File: src/fdep_pkg.sv
// ----------------------------------------------------------------------------
// fdep_pkg
// Shared types and constants for the FAT directory entry parser.
// ----------------------------------------------------------------------------
package fdep_pkg;

    localparam int NameLength   = 128;
    localparam int NameRows     = NameLength / 8;
    localparam int RowW         = $clog2(NameRows);
    localparam int PosW         = $clog2(NameLength);
    localparam int LfnChars     = 13;

    localparam logic [7:0]  BYTE_DELETED = 8'hE5;
    localparam logic [7:0]  BYTE_END     = 8'h00;
    localparam logic [7:0]  BYTE_SPACE   = 8'h20;
    localparam logic [7:0]  BYTE_DOT     = 8'h2E;
    localparam logic [7:0]  ATTR_LFN     = 8'h0F;
    localparam logic [4:0]  ORDER_MASK   = 5'h1F;
    localparam logic [15:0] CHAR_NONE    = 16'hFFFF;
    localparam logic [15:0] MAX_ENTRIES_RESET = 16'd64;

    typedef enum logic [2:0] {
        CMD_NONE,
        CMD_DROP,
        CMD_LFN,
        CMD_EMIT,
        CMD_END
    } cmd_kind_t;

    typedef struct packed {
        logic                           start;
        cmd_kind_t                      kind;
        logic [LfnChars-1:0][6:0]       lfn_chars;
        logic [PosW-1:0]                lfn_base;
        logic [3:0]                     lfn_cnt;
        logic [63:0]                    short_w0;
        logic [31:0]                    short_w1;
        logic                           short_two;
        logic [31:0]                    cluster;
        logic [31:0]                    size;
        logic [7:0]                     attr;
        logic                           ended;
    } cmd_t;

    // Byte offset of LFN character i inside the 32-byte entry.
    function automatic int lfn_offset(input int i);
        if (i < 5) begin
            return 1 + 2 * i;
        end else if (i < 11) begin
            return 14 + 2 * (i - 5);
        end else begin
            return 28 + 2 * (i - 11);
        end
    endfunction

endpackage

File: src/fdep_front.sv
// ----------------------------------------------------------------------------
// fdep_front
// Accepts entries, keeps the entry count and end flag, and classifies each
// entry into a command for the back end.
// ----------------------------------------------------------------------------
module fdep_front import fdep_pkg::*; (
    input  logic         aclk,
    input  logic         aresetn,
    input  logic         s_tvalid,
    output logic         s_tready,
    input  logic         s_tuser,
    input  logic [255:0] s_tdata,
    input  logic         cfg_wr_en,
    input  logic [15:0]  cfg_wr_data,
    input  logic         fifo_full,
    output logic         push,
    output cmd_t         cmd
);

    logic [15:0] count_reg, count_next;
    logic        done_reg, done_next;
    logic [15:0] max_reg;

    logic [7:0]  b [32];
    logic [3:0]  nlen;
    logic [1:0]  elen;
    logic        nfound, efound, has_ext;
    logic [7:0]  sn [12];
    logic [6:0]  c  [12];
    logic        zseen;
    logic [8:0]  base;
    logic [3:0]  term_n;
    logic        tfound;
    logic [15:0] ch;
    logic [8:0]  room;
    logic [15:0] count_base;

    assign s_tready = !fifo_full;
    assign push     = s_tvalid && s_tready && (s_tuser || cmd.kind != CMD_NONE);

    always_comb begin
        for (int k = 0; k < 32; k++) begin
            b[k] = s_tdata[8*k +: 8];
        end

        // Build the 8.3 name.
        nlen = 4'd8; nfound = 1'b0;
        for (int k = 0; k < 8; k++) begin
            if (!nfound && b[k] == BYTE_SPACE) begin
                nlen = 4'(k); nfound = 1'b1;
            end
        end
        elen = 2'd3; efound = 1'b0;
        for (int k = 0; k < 3; k++) begin
            if (!efound && b[8+k] == BYTE_SPACE) begin
                elen = 2'(k); efound = 1'b1;
            end
        end
        has_ext = (b[8] != BYTE_SPACE);
        for (int k = 0; k < 12; k++) begin
            sn[k] = 8'h00;
            if (k < int'(nlen)) begin
                sn[k] = b[k];
            end else if (has_ext && k == int'(nlen)) begin
                sn[k] = BYTE_DOT;
            end else if (has_ext) begin
                for (int x = 0; x < 3; x++) begin
                    if (x < int'(elen) && k == int'(nlen) + 1 + x) begin
                        sn[k] = b[8 + x];
                    end
                end
            end
        end
        zseen = 1'b0;
        for (int k = 0; k < 12; k++) begin
            c[k] = zseen ? 7'd0 : sn[k][6:0];
            if (c[k] == 7'd0) begin
                zseen = 1'b1;
            end
        end

        // Long-name slot and number of characters to store.
        base = 9'(({4'd0, b[0][4:0] & ORDER_MASK} - 9'd1) * 9'd13);
        term_n = 4'd13; tfound = 1'b0;
        cmd.lfn_chars = '0;
        for (int i = 0; i < LfnChars; i++) begin
            ch = {b[lfn_offset(i) + 1], b[lfn_offset(i)]};
            if (ch == 16'h0000 || ch == CHAR_NONE) begin
                cmd.lfn_chars[i] = 7'd0;
                if (!tfound) begin
                    term_n = 4'(i + 1); tfound = 1'b1;
                end
            end else begin
                cmd.lfn_chars[i] = ch[6:0];
            end
        end
        room = (base >= 9'(NameLength - 1)) ? 9'd0 : 9'(NameLength - 1) - base;
        cmd.lfn_cnt  = (room < {5'd0, term_n}) ? room[3:0] : term_n;
        cmd.lfn_base = base[PosW-1:0];

        cmd.short_w0 = '0;
        for (int k = 0; k < 8; k++) begin
            cmd.short_w0[8*k +: 8] = {1'b0, c[k]};
        end
        cmd.short_w1 = '0;
        for (int k = 0; k < 4; k++) begin
            cmd.short_w1[8*k +: 8] = {1'b0, c[8+k]};
        end
        cmd.short_two = (c[8] != 7'd0);
        cmd.cluster   = {b[21], b[20], b[27], b[26]};
        cmd.size      = {b[31], b[30], b[29], b[28]};
        cmd.attr      = b[11];
        cmd.start     = s_tuser;

        // Classify.
        count_base = s_tuser ? 16'd0 : count_reg;
        count_next = count_base;
        done_next  = s_tuser ? 1'b0 : done_reg;
        cmd.ended  = 1'b0;
        cmd.kind   = CMD_NONE;
        if (!done_next) begin
            if (b[0] == BYTE_END || count_base >= max_reg) begin
                cmd.kind  = CMD_END;
                done_next = 1'b1;
            end else if (b[0] == BYTE_DELETED) begin
                cmd.kind = CMD_DROP;
            end else if (b[11] == ATTR_LFN) begin
                cmd.kind = ((b[0][4:0] & ORDER_MASK) == 5'd0) ? CMD_NONE : CMD_LFN;
            end else if (b[11][3] || sn[0] == BYTE_DOT) begin
                cmd.kind = CMD_DROP;
            end else begin
                cmd.kind   = CMD_EMIT;
                count_next = count_base + 16'd1;
                cmd.ended  = (count_next >= max_reg);
                done_next  = cmd.ended;
            end
        end
    end

    always_ff @(posedge aclk) begin
        if (!aresetn) begin
            count_reg <= '0;
            done_reg  <= 1'b0;
            max_reg   <= MAX_ENTRIES_RESET;
        end else begin
            if (cfg_wr_en) begin
                max_reg <= cfg_wr_data;
            end
            if (s_tvalid && s_tready) begin
                count_reg <= count_next;
                done_reg  <= done_next;
            end
        end
    end

endmodule

File: src/fdep_cmd_fifo.sv
// ----------------------------------------------------------------------------
// fdep_cmd_fifo
// Two-entry command queue between the front and back ends.
// ----------------------------------------------------------------------------
module fdep_cmd_fifo import fdep_pkg::*; (
    input  logic aclk,
    input  logic aresetn,
    input  logic push,
    input  cmd_t wr_cmd,
    output logic full,
    input  logic pop,
    output logic empty,
    output cmd_t rd_cmd
);

    cmd_t       mem_reg [2];
    logic       wr_ptr_reg, rd_ptr_reg;
    logic [1:0] cnt_reg;

    assign full   = (cnt_reg == 2'd2);
    assign empty  = (cnt_reg == 2'd0);
    assign rd_cmd = mem_reg[rd_ptr_reg];

    always_ff @(posedge aclk) begin
        if (push) begin
            mem_reg[wr_ptr_reg] <= wr_cmd;
        end
        if (!aresetn) begin
            wr_ptr_reg <= 1'b0;
            rd_ptr_reg <= 1'b0;
            cnt_reg    <= '0;
        end else begin
            if (push) begin
                wr_ptr_reg <= !wr_ptr_reg;
            end
            if (pop) begin
                rd_ptr_reg <= !rd_ptr_reg;
            end
            cnt_reg <= cnt_reg + 2'(push) - 2'(pop);
        end
    end

endmodule

File: src/fdep_back.sv
// ----------------------------------------------------------------------------
// fdep_back
// Executes commands: writes the long-name store and emits name chunks and end notices.
// ----------------------------------------------------------------------------
module fdep_back import fdep_pkg::*; (
    input  logic         aclk,
    input  logic         aresetn,
    input  logic         empty,
    input  cmd_t         rd_cmd,
    output logic         pop,
    output logic         m_tvalid,
    input  logic         m_tready,
    output logic [143:0] m_tdata,
    output logic [1:0]   m_tuser,
    output logic         m_tlast
);

    typedef enum logic [1:0] {
        ST_IDLE,
        ST_LFN_WR,
        ST_EMIT_LONG,
        ST_EMIT_SHORT
    } state_t;

    state_t              state_reg, state_next;
    cmd_t                cmd_reg, cmd_next;
    logic [55:0]         rows_reg [NameRows];
    logic [55:0]         rows_next [NameRows];
    logic [NameRows-1:0] valid_reg, valid_next;
    logic                pend_reg, pend_next;
    logic [3:0]          k_reg, k_next;
    logic [RowW-1:0]     ri_reg, ri_next;

    logic                tvalid_reg, tvalid_next;
    logic [143:0]        tdata_reg, tdata_next;
    logic [1:0]          tuser_reg, tuser_next;
    logic                tlast_reg, tlast_next;

    logic                out_free;
    logic [NameRows-1:0] head;
    logic [PosW-1:0]     pos;
    logic [55:0]         row;
    logic [63:0]         word;
    logic                zseen, last;

    assign out_free = !tvalid_reg || m_tready;
    assign pop      = (state_reg == ST_IDLE) && !empty && out_free;
    assign m_tvalid = tvalid_reg;
    assign m_tdata  = tdata_reg;
    assign m_tuser  = tuser_reg;
    assign m_tlast  = tlast_reg;

    always_comb begin
        for (int r = 0; r < NameRows; r++) begin
            head[r] = valid_reg[r] && (rows_reg[r][6:0] != 7'd0);
        end
        state_next  = state_reg;
        cmd_next    = cmd_reg;
        rows_next   = rows_reg;
        valid_next  = valid_reg;
        pend_next   = pend_reg;
        k_next      = k_reg;
        ri_next     = ri_reg;
        tvalid_next = tvalid_reg && !m_tready;
        tdata_next  = tdata_reg;
        tuser_next  = tuser_reg;
        tlast_next  = tlast_reg;
        pos         = cmd_reg.lfn_base + PosW'(k_reg);
        row         = valid_reg[ri_reg] ? rows_reg[ri_reg] : '0;
        word        = '0;
        zseen       = 1'b0;
        for (int j = 0; j < 8; j++) begin
            if (row[7*j +: 7] == 7'd0) begin
                zseen = 1'b1;
            end
            if (!zseen) begin
                word[8*j +: 8] = {1'b0, row[7*j +: 7]};
            end
        end
        last = zseen || (ri_reg == RowW'(NameRows - 1)) || !head[RowW'(ri_reg + 1'b1)];

        case (state_reg)
            ST_IDLE: begin
                if (pop) begin
                    cmd_next = rd_cmd;
                    k_next   = '0;
                    ri_next  = '0;
                    if (rd_cmd.start) begin
                        valid_next = '0;
                        pend_next  = 1'b0;
                    end
                    case (rd_cmd.kind)
                        CMD_DROP: begin
                            valid_next = '0;
                            pend_next  = 1'b0;
                        end
                        CMD_LFN: begin
                            if (rd_cmd.lfn_cnt == 4'd0) begin
                                pend_next = 1'b1;
                            end else begin
                                state_next = ST_LFN_WR;
                            end
                        end
                        CMD_EMIT: begin
                            state_next = (pend_reg && !rd_cmd.start) ? ST_EMIT_LONG
                                                                     : ST_EMIT_SHORT;
                        end
                        CMD_END: begin
                            tvalid_next = 1'b1;
                            tdata_next  = '0;
                            tuser_next  = 2'b10;
                            tlast_next  = 1'b1;
                        end
                        default: begin
                        end
                    endcase
                end
            end
            ST_LFN_WR: begin
                // Write one character; a fresh row starts from zeros.
                if (!valid_reg[pos[PosW-1:3]]) begin
                    rows_next[pos[PosW-1:3]] = '0;
                end
                rows_next[pos[PosW-1:3]][7*pos[2:0] +: 7] = cmd_reg.lfn_chars[k_reg];
                valid_next[pos[PosW-1:3]] = 1'b1;
                k_next = k_reg + 4'd1;
                if (k_next == cmd_reg.lfn_cnt) begin
                    pend_next  = 1'b1;
                    state_next = ST_IDLE;
                end
            end
            ST_EMIT_LONG, ST_EMIT_SHORT: begin
                if (out_free) begin
                    if (state_reg == ST_EMIT_SHORT) begin
                        word = (ri_reg == '0) ? cmd_reg.short_w0 : {32'd0, cmd_reg.short_w1};
                        last = (ri_reg != '0) || !cmd_reg.short_two;
                    end
                    tvalid_next = 1'b1;
                    tdata_next  = {4'd0, cmd_reg.attr, cmd_reg.size, cmd_reg.cluster,
                                   4'(ri_reg), word};
                    tuser_next  = {cmd_reg.ended, cmd_reg.attr[4]};
                    tlast_next  = last;
                    ri_next     = ri_reg + 1'b1;
                    if (last) begin
                        valid_next = '0;
                        pend_next  = 1'b0;
                        state_next = ST_IDLE;
                    end
                end
            end
            default: begin
                state_next = ST_IDLE;
            end
        endcase
    end

    always_ff @(posedge aclk) begin
        cmd_reg   <= cmd_next;
        rows_reg  <= rows_next;
        k_reg     <= k_next;
        ri_reg    <= ri_next;
        tdata_reg <= tdata_next;
        tuser_reg <= tuser_next;
        tlast_reg <= tlast_next;
        if (!aresetn) begin
            state_reg  <= ST_IDLE;
            valid_reg  <= '0;
            pend_reg   <= 1'b0;
            tvalid_reg <= 1'b0;
        end else begin
            state_reg  <= state_next;
            valid_reg  <= valid_next;
            pend_reg   <= pend_next;
            tvalid_reg <= tvalid_next;
        end
    end

endmodule

File: src/fat_directory_entry_parser_unit.sv
// ----------------------------------------------------------------------------
// fat_directory_entry_parser_unit
// FAT directory entry parser: raw 32-byte entries in, name chunk records out.
// ----------------------------------------------------------------------------
// One input beat carries one 32-byte directory entry. The front end classifies
// it in the accept cycle and queues a command (two deep); the back end then
// works it off. A long-name entry writes n characters (up to 13) into the name
// store, one per cycle through its single write port, and a listed entry emits
// c 8-character output chunks (1 to 16), one per output beat while m_tready is
// high. An ignored entry (a long-name entry of order 0, or any entry after the
// end) is not queued at all unless it starts a new directory.
// No clearing pass is needed after reset: the name store has per-row valid
// bits. Write max_entries only while the block is idle.
module fat_directory_entry_parser_unit import fdep_pkg::*; (
    input  logic         aclk,
    input  logic         aresetn,
    // configuration: max_entries
    input  logic         cfg_wr_en,
    input  logic [15:0]  cfg_wr_data,
    // entry input
    input  logic         s_tvalid,
    output logic         s_tready,
    input  logic [255:0] s_tdata,   // entry_bytes_0_7, _8_15, _16_23, _24_31
    input  logic         s_tuser,   // start_directory
    // record output
    output logic         m_tvalid,
    input  logic         m_tready,
    output logic [143:0] m_tdata,   // name_chars, chunk_index, cluster,
                                    // size, attributes, 4 zero bits
    output logic [1:0]   m_tuser,   // is_directory, directory_ended
    output logic         m_tlast    // last_of_record
);

    cmd_t front_cmd, fifo_cmd;
    logic push, pop, full, empty;

    // Classify entries and track count and end state.
    fdep_front u_front (
        .aclk        (aclk),
        .aresetn     (aresetn),
        .s_tvalid    (s_tvalid),
        .s_tready    (s_tready),
        .s_tuser     (s_tuser),
        .s_tdata     (s_tdata),
        .cfg_wr_en   (cfg_wr_en),
        .cfg_wr_data (cfg_wr_data),
        .fifo_full   (full),
        .push        (push),
        .cmd         (front_cmd)
    );

    // Decouple the two halves.
    fdep_cmd_fifo u_fifo (
        .aclk    (aclk),
        .aresetn (aresetn),
        .push    (push),
        .wr_cmd  (front_cmd),
        .full    (full),
        .pop     (pop),
        .empty   (empty),
        .rd_cmd  (fifo_cmd)
    );

    // Hold the name store and emit records.
    fdep_back u_back (
        .aclk     (aclk),
        .aresetn  (aresetn),
        .empty    (empty),
        .rd_cmd   (fifo_cmd),
        .pop      (pop),
        .m_tvalid (m_tvalid),
        .m_tready (m_tready),
        .m_tdata  (m_tdata),
        .m_tuser  (m_tuser),
        .m_tlast  (m_tlast)
    );

endmodule
File: config.mk
export PLATFORM = sky130hd
export DESIGN_NAME = fat_directory_entry_parser_unit
export DESIGN_NICKNAME = d
export VERILOG_FILES = /design/src/fdep_pkg.sv /design/src/fdep_front.sv /design/src/fdep_cmd_fifo.sv /design/src/fdep_back.sv /design/src/fat_directory_entry_parser_unit.sv
export SDC_FILE = /design/constraint.sdc
export NUM_CORES = 2
export LEC_CHECK = 0
export BUFFER_PORTS_ARGS = -buffer_cell sky130_fd_sc_hd__buf_2
export CORE_MARGIN = 2
export CORE_UTILIZATION = 40
export DETAILED_ROUTE_END_ITERATION = 16
export PLACE_DENSITY_LB_ADDON = 0.15
export SLEW_MARGIN = 30
export SYNTH_ARGS = -nofsm -noshare
export SYNTH_HDL_FRONTEND = slang
export SYNTH_HIERARCHICAL = 1
export SYNTH_SLANG_ARGS = --single-unit
File: constraint.sdc
create_clock -name aclk -period 29 [get_ports aclk]
set_clock_uncertainty 0.05 [all_clocks]
set_input_delay 0 -clock aclk [delete_from_list [all_inputs] [get_ports aclk]]
set_output_delay 0 -clock aclk [all_outputs]
set_load 0.03 [all_outputs]
Yosys cells after proc, flatten, opt, wreduce, memory -nomap -nowiden
Memories as Yosys holds them, arrays and structs flattened. A register that Yosys moved wholly into a read port is not among the register bits.
Index checks and enable logic that the tools add are counted.
- bits in registers: 1380
- RAM bits: 528
- input bits: 278
- output and inout port bits: 149
- logic and storage cells: 656
- memories kept: 1
- add/subtract/negate cells: 12
- multiply operators: 2
- order comparisons: 27
- equal/unequal tests: 90
- shifts and indexed selects: 2
- muxes and demuxes: 274
- bitwise operators: 5
- reduce and logical (&&, ||, !) cells: 190
- memories (name ; words ; width ; read ports ; clocked after Yosys merged registers in ; wr ports ; RTL line ; text):
    u_fifo.mem_reg ; 2 ; 264 ; 1 ; 1 ; 1 ; fdep_cmd_fifo.sv:16 ; cmd_t mem_reg [2];
- operators by type and width (cell ; number):
    two-way mux 896 bit ; 2
    bitwise AND 896 bit ; 1
    bitwise mux 896 bit ; 1
    inverter 896 bit ; 1
    two-way mux 7 bit ; 99
    demux 56 bit (select 4 bit) ; 2
    two-way mux 144 bit ; 3
    equality test 4 x 32 -> 1 bit, first input constant ; 12
    equality test 5 x 32 -> 1 bit, first input constant ; 12
    one-hot mux 144 bit (2 select lines) ; 1
    two-way mux 56 bit ; 5
    binary-select mux 56 bit (select 4 bit) ; 1
    equality test 16 bit, second input constant ; 13
    logical NOT 16 bit ; 13
    equality test 3 x 32 -> 1 bit, first input constant ; 6
    two-way mux 16 bit ; 11
    two-way mux 4 bit ; 36
    logical NOT 7 bit ; 19
    two-way mux 64 bit ; 2
    nonzero test 7 bit ; 17
    equality test 2 x 32 -> 1 bit, first input constant ; 3
    equality test 8 x 6 -> 1 bit, second input constant ; 12
    logical NOT 32 bit ; 3
    logical AND 1 bit ; 81
    75 further kinds ; 246

Logic depth before layout (Yosys ltp)
- word-level depth: 65
- depth in mapped cells: 27
- gate-level depth less buffers: 24

Modules after synthesis
Netlist, hierarchy kept.
- by module, submodules not included (module ; instances ; cells each ; area each (um2) ; sequential area each (um2)):
    fdep_back ; 1 ; 4267 ; 61995.7 ; 39978.3
    fdep_cmd_fifo ; 1 ; 880 ; 21140.3 ; 16676.0
    fdep_front ; 1 ; 1521 ; 10033.4 ; 660.6

Worst setup path after synthesis
OpenSTA, ideal clock, no wires.
- path kind: register to register
- from: register u_back.state_reg[1]
- to: register u_back/cmd_reg[0] (netlist bit) (enable)
- library setup time: 1240 ps
- data arrival time: 19016 ps
- data required time: 27710 ps
- path slack: 8695 ps
- cell stages (with the launch flop): 5
- buffers on the path: 1
- period minus slack after synthesis: 20305 ps
- cell sequence: dfxtp_1 -> clkbuf_1 -> inv_1 -> nand2_1 -> nor3_1
- longest elaborated chain between the ends: 4
- RTL lines (item ; RTL line ; text):
    start: declaration ; fdep_back.sv:25 ; state_t state_reg, state_next;
    start signal: assignment ; fdep_back.sv:171 ; state_reg <= state_next;
    logical NOT 2 bit * ; fdep_back.sv:47, fdep_back.sv:82 ;
    logical AND 1 bit (2 in series) ; fdep_back.sv:47 ; assign pop = (state_reg == ST_IDLE) && !empty && out_free;
    AND reduction 2 bit (no line) * ; -- ;
    end signal: assignment ; fdep_back.sv:158 ; cmd_reg <= cmd_next;
    end: declaration ; fdep_back.sv:26 ; cmd_t cmd_reg, cmd_next;
Every way passes the cells marked *; elsewhere a longest branch is shown, timed or not.
A chain may end at the register's enable or synchronous reset.

Worst setup path after layout
- from: input port s_tdata[0]
- to: memory u_fifo/mem_reg[1][102] (netlist bit) (data pin)
- longest elaborated chain between the ends: 32
- elaborated cells between the ends (all ways): 48
- those cells by class: add/sub: 3; order compare: 1; eq/ne: 1; mux: 21; reduce/logical: 22
- RTL lines (item ; RTL line ; text):
    start: declaration ; fat_directory_entry_parser_unit.sv:23 ; input logic [255:0] s_tdata,
    equality test 8 x 6 -> 1 bit ; fdep_front.sv:49 ; if (!nfound && b[k] == BYTE_SPACE) begin
    two-way mux 1 bit ; fdep_front.sv:49 ;
    logical NOT 1 bit ; fdep_front.sv:49 ;
    logical AND 1 bit ; fdep_front.sv:49 ;
    two-way mux 1 bit ; fdep_front.sv:49 ;
    logical NOT 1 bit ; fdep_front.sv:49 ;
    logical AND 1 bit ; fdep_front.sv:49 ;
    two-way mux 1 bit ; fdep_front.sv:49 ;
    (+15 left out) ; -- ;
    adder 4 x 1 -> 5 bit ; fdep_front.sv:68 ; if (x < int'(elen) && k == int'(nlen) + 1 + x) begin
    adder 32 x 2 -> 32 bit or logical NOT 32 bit (tied branches) ; fdep_front.sv:68 ;
    logical NOT 32 bit or logical AND 1 bit (tied branches) ; fdep_front.sv:68 ;
    logical AND 1 bit or two-way mux 8 bit (tied branches) ; fdep_front.sv:68 ;
    two-way mux 8 bit (2 in series) ; fdep_front.sv:68 ;
    two-way mux 8 bit ; fdep_front.sv:66 ; end else if (has_ext) begin
    two-way mux 8 bit ; fdep_front.sv:64 ; end else if (has_ext && k == int'(nlen)) begin
    two-way mux 8 bit * ; fdep_front.sv:62 ; if (k < int'(nlen)) begin
    end: declaration ; fdep_cmd_fifo.sv:16 ;
Marked as above.

==> flow_summary.json <==
{
  "fill_cells": 20400,
  "power_density_nw_per_um2": 120,
  "drive_above_1_share_pct": 20.2,
  "tritoncts": "done",
  "path_clk_slew_ns": 0.06,
  "critPathRequiredTime_ns": 29.58,
  "synth-seq-area-share_pct": 61.5,
  "p_switching_uw": 5430,
  "rr_startpoint": "u_back/k_reg[0]",
  "period_share_pct": 29.5,
  "syn_area_um2": 93200,
  "ys_warn_count": 6,
  "yosys.cell_types.count": 102,
  "synth.largest_area_cell": "edfxtp_1",
  "synth_area_leaders": "edfxtp_1 (60%), a22o_1 (6.4%), mux4_2 (6.2%)",
  "rsz0062_at_grt": "no",
  "syn2layout_area_growth_pct": 16.9,
  "cts.sinks": 1928,
  "hp-start": "s_tdata[36]",
  "start_kind": "primary input",
  "cts_root_buffer": "clkbuf_16",
  "finalNonFillerCells": 10500,
  "cp.arrival_ns": 9.13,
  "dp_hpwl_mm": 209,
  "status": "finished, final reports clean",
  "clockBufferDepth": 3,
  "synthCells": 6668,
  "ios": 427,
  "pwr-share-comb_pct": 43.2,
  "finalMaxSlewViolations": 0,
  "initial_core_util_pct": 40.1,
  "grt_max_degree": 151,
  "worstHoldPathType": "primary input to register",
  "p_int_uw": 7650,
  "worst_pin_slew_ns": 1.08,
  "die_h_um": 487,
  "grt-ovfl-total": 0,
  "r2r-end": "u_back/rows_reg[557]",
  "portBuffers": 406,
  "antenna_found_initial": 12,
  "ff2ff_path_depth": 13,
  "pre_cts_ws_ns": 20.55,
  "p_clk_share_pct": 20.8,
  "clock.fmax_ghz": 0.117,
  "dieArea_um2": 237000,
  "cts.repair.resized": 0,
  "synth_edf_count": 1870,
  "vias_per_cell": 6.13,
  "wl_mm": 317,
  "postCtsSetupBuffers": 0,
  "maxCapViolCount": 0,
  "via_count": 64400,
  "avgSynthCellArea_um2": 14.0,
  "core_area_um2": 232000,
  "cts_buffers": 209,
  "clkLatencyLatePin_ns": 0.90,
  "cp_max_fo": 14,
  "grt_pass1_vias": 62800,
  "rows": 177,
  "grt_use_total_pct": 26.0,
  "htreeDepth": 4,
  "synth_top_area_share_pct": 60.3,
  "critPathKind": "primary input to register",
  "power_uw": 13100,
  "async_flop_share_pct": 0,
  "drc": 0,
  "fin_nets": 7638,
  "register_area_um2": 57300,
  "period_minus_slack_ns": 8.55,
  "swShare_pct": 41.5,
  "largest_reg_flops": 896,
  "hold_violations": 0,
  "leakagePower_uw": 0.0391,
  "final_cell_mix": "edfxtp_1 (1870), a22o_1 (680), nand2_1 (592)",
  "ir_worst_vdd_v": 0.000113,
  "multi_input_area_um2": 32900,
  "drtAntennaViolNets": 0,
  "drt-initial-drc-count": 6881,
  "ctsHoldBuffers": 418,
  "slew_headroom_pct": 27.9,
  "first_pass_iters": 6,
  "pwr-share-seq_pct": 36.0,
  "die_x_um": 487,
  "placed_cells": 9693,
  "setup-violations-final": 0,
  "avgRoutedWirePerCell_um": 30.1,
  "end_kind": "register",
  "finalSetupTns_ns": 0,
  "grt_first_pass_wirelength_mm": 449,
  "holdPathEnd": "u_fifo/mem_reg[1][142]",
  "ys_seq_elements": 1928,
  "min_path_cells": 5,
  "finalWorstSetupSlack_ns": 20.45,
  "final_common_cell": "edfxtp_1",
  "gp_congestion": 0.940,
  "reg2reg_slack_ns": 22.22,
  "final_util_pct": 46.9,
  "synth_ff_type": "edfxtp_1"
}
==> worst max-delay path: stages <==
cell	delay (ns)
dlygate4sd3_1	0.64
buf_2	0.24
inv_1	0.16
ha_1	0.23
nor4b_2	0.19
nand3_1	0.28
and3_1	0.35
nand2_1	0.23
o21ai_0	0.45
ha_1	0.71
inv_1	0.33
a31oi_1	0.34
nor2_1	0.16
inv_1	0.12
ha_1	0.26
and3b_1	0.52
nand2_1	0.27
nor4b_1	0.82
nand2_1	0.11
nand2_1	0.10
dlygate4sd3_1	0.56
a221oi_1	0.07
nand4_1	0.12
nor3_1	0.13
or4_4	0.69
or4_1	0.70
nor2_1	0.33
==> cells in the mapped netlist, drive strengths merged (8+ instances only) <==
cell     instances
nand2          594
or3             17
a21boi           8
inv             98
a21oi          260
nand2b          11
a22oi          104
nand4           82
nor2b           68
mux4           255
dfxtp           58
xor2            25
and3            43
nand3           80
a41oi           11
o22ai           16
and4            12
a21o            28
and2           185
a221oi          28
ha              72
o21a            17
buf            298
o41ai           21
o21ai          270
o31ai           15
nor3            83
mux2i           58
or4             22
a211oi          24
edfxtp        1870
nor4            73
o211ai          12
a32o            41
clkbuf         274
or2              8
xnor2           20
a22o           680
mux2           283
nor2           359
o2bb2ai          8
a31oi           60
==> layout make-up <==
type,instances,share of cell area [%]
multi-input combinational,4082,30.2
clock inverter,135,1.43
antenna,5,0.0115
tap,3043,3.50
inverter,100,0.345
clock buffer,252,5.00
timing repair buffer,961,6.84
sequential,1928,52.6
==> how the worst max path moves through the flow <==
stage,startpoint,endpoint,slack (ns),cells past startpoint
2_1_floorplan,u_back/state_reg[1],u_back/cmd_reg[0],8.69,4
3_3_place_gp,s_tdata[0],u_fifo/mem_reg[0][155],20.12,24
3_5_place_dp,s_tdata[0],u_fifo/mem_reg[0][103],20.55,25
4_1_cts,s_tdata[0],u_fifo/mem_reg[0][103],20.76,27
5_1_grt,s_tdata[0],u_fifo/mem_reg[0][103],20.15,27
6_report,s_tdata[0],u_fifo/mem_reg[1][102],20.45,27
==> power by group through the flow <==
stage | Combinational, uW | Clock, uW | Sequential (uW)
2_1_floorplan | 3430 | 0 | 4810
5_1_grt | 5910 | 2880 | 4770
4_1_cts | 5560 | 2770 | 4690
6_report | 5650 | 2720 | 4700
3_5_place_dp | 5510 | 0 | 4730
3_3_place_gp | 5400 | 0 | 4720
==> metrics by stage <==
step	hold slack [ns]	area (um2)
finish	0.0305	109000
global route	0.0219	109000
CTS	0.00337	109000
detailed placement	0.142	97600
global placement	0.139	97400
floorplan	0.0486	93200
==> cell families after synthesis <==
| kind of cell | synth area share, % |
|---|---|
| buf+inv | 3.74 |
| simple gates | 8.71 |
| compound gates | 13.3 |
| mux | 11.2 |
| fa+ha+maj | 1.10 |
| other cells | 0.00806 |
| xor+xnor | 0.447 |
| flops | 61.5 |
==> per-layer routing <==
metal / routed length, um / GRT usage, % / part of all wire, % / up-vias
li1: - / - / - / 27500
met1: 127000 / 34.2 / 40 / 32800
met2: 147000 / 41.2 / 47 / 3401
met3: 27800 / 5.97 / 8.8 / 645
met4: 14500 / 11.1 / 4.6 / 0
met5: 0 / 0 / 0 / -
Note: power is estimated with default switching activity, not from simulation.
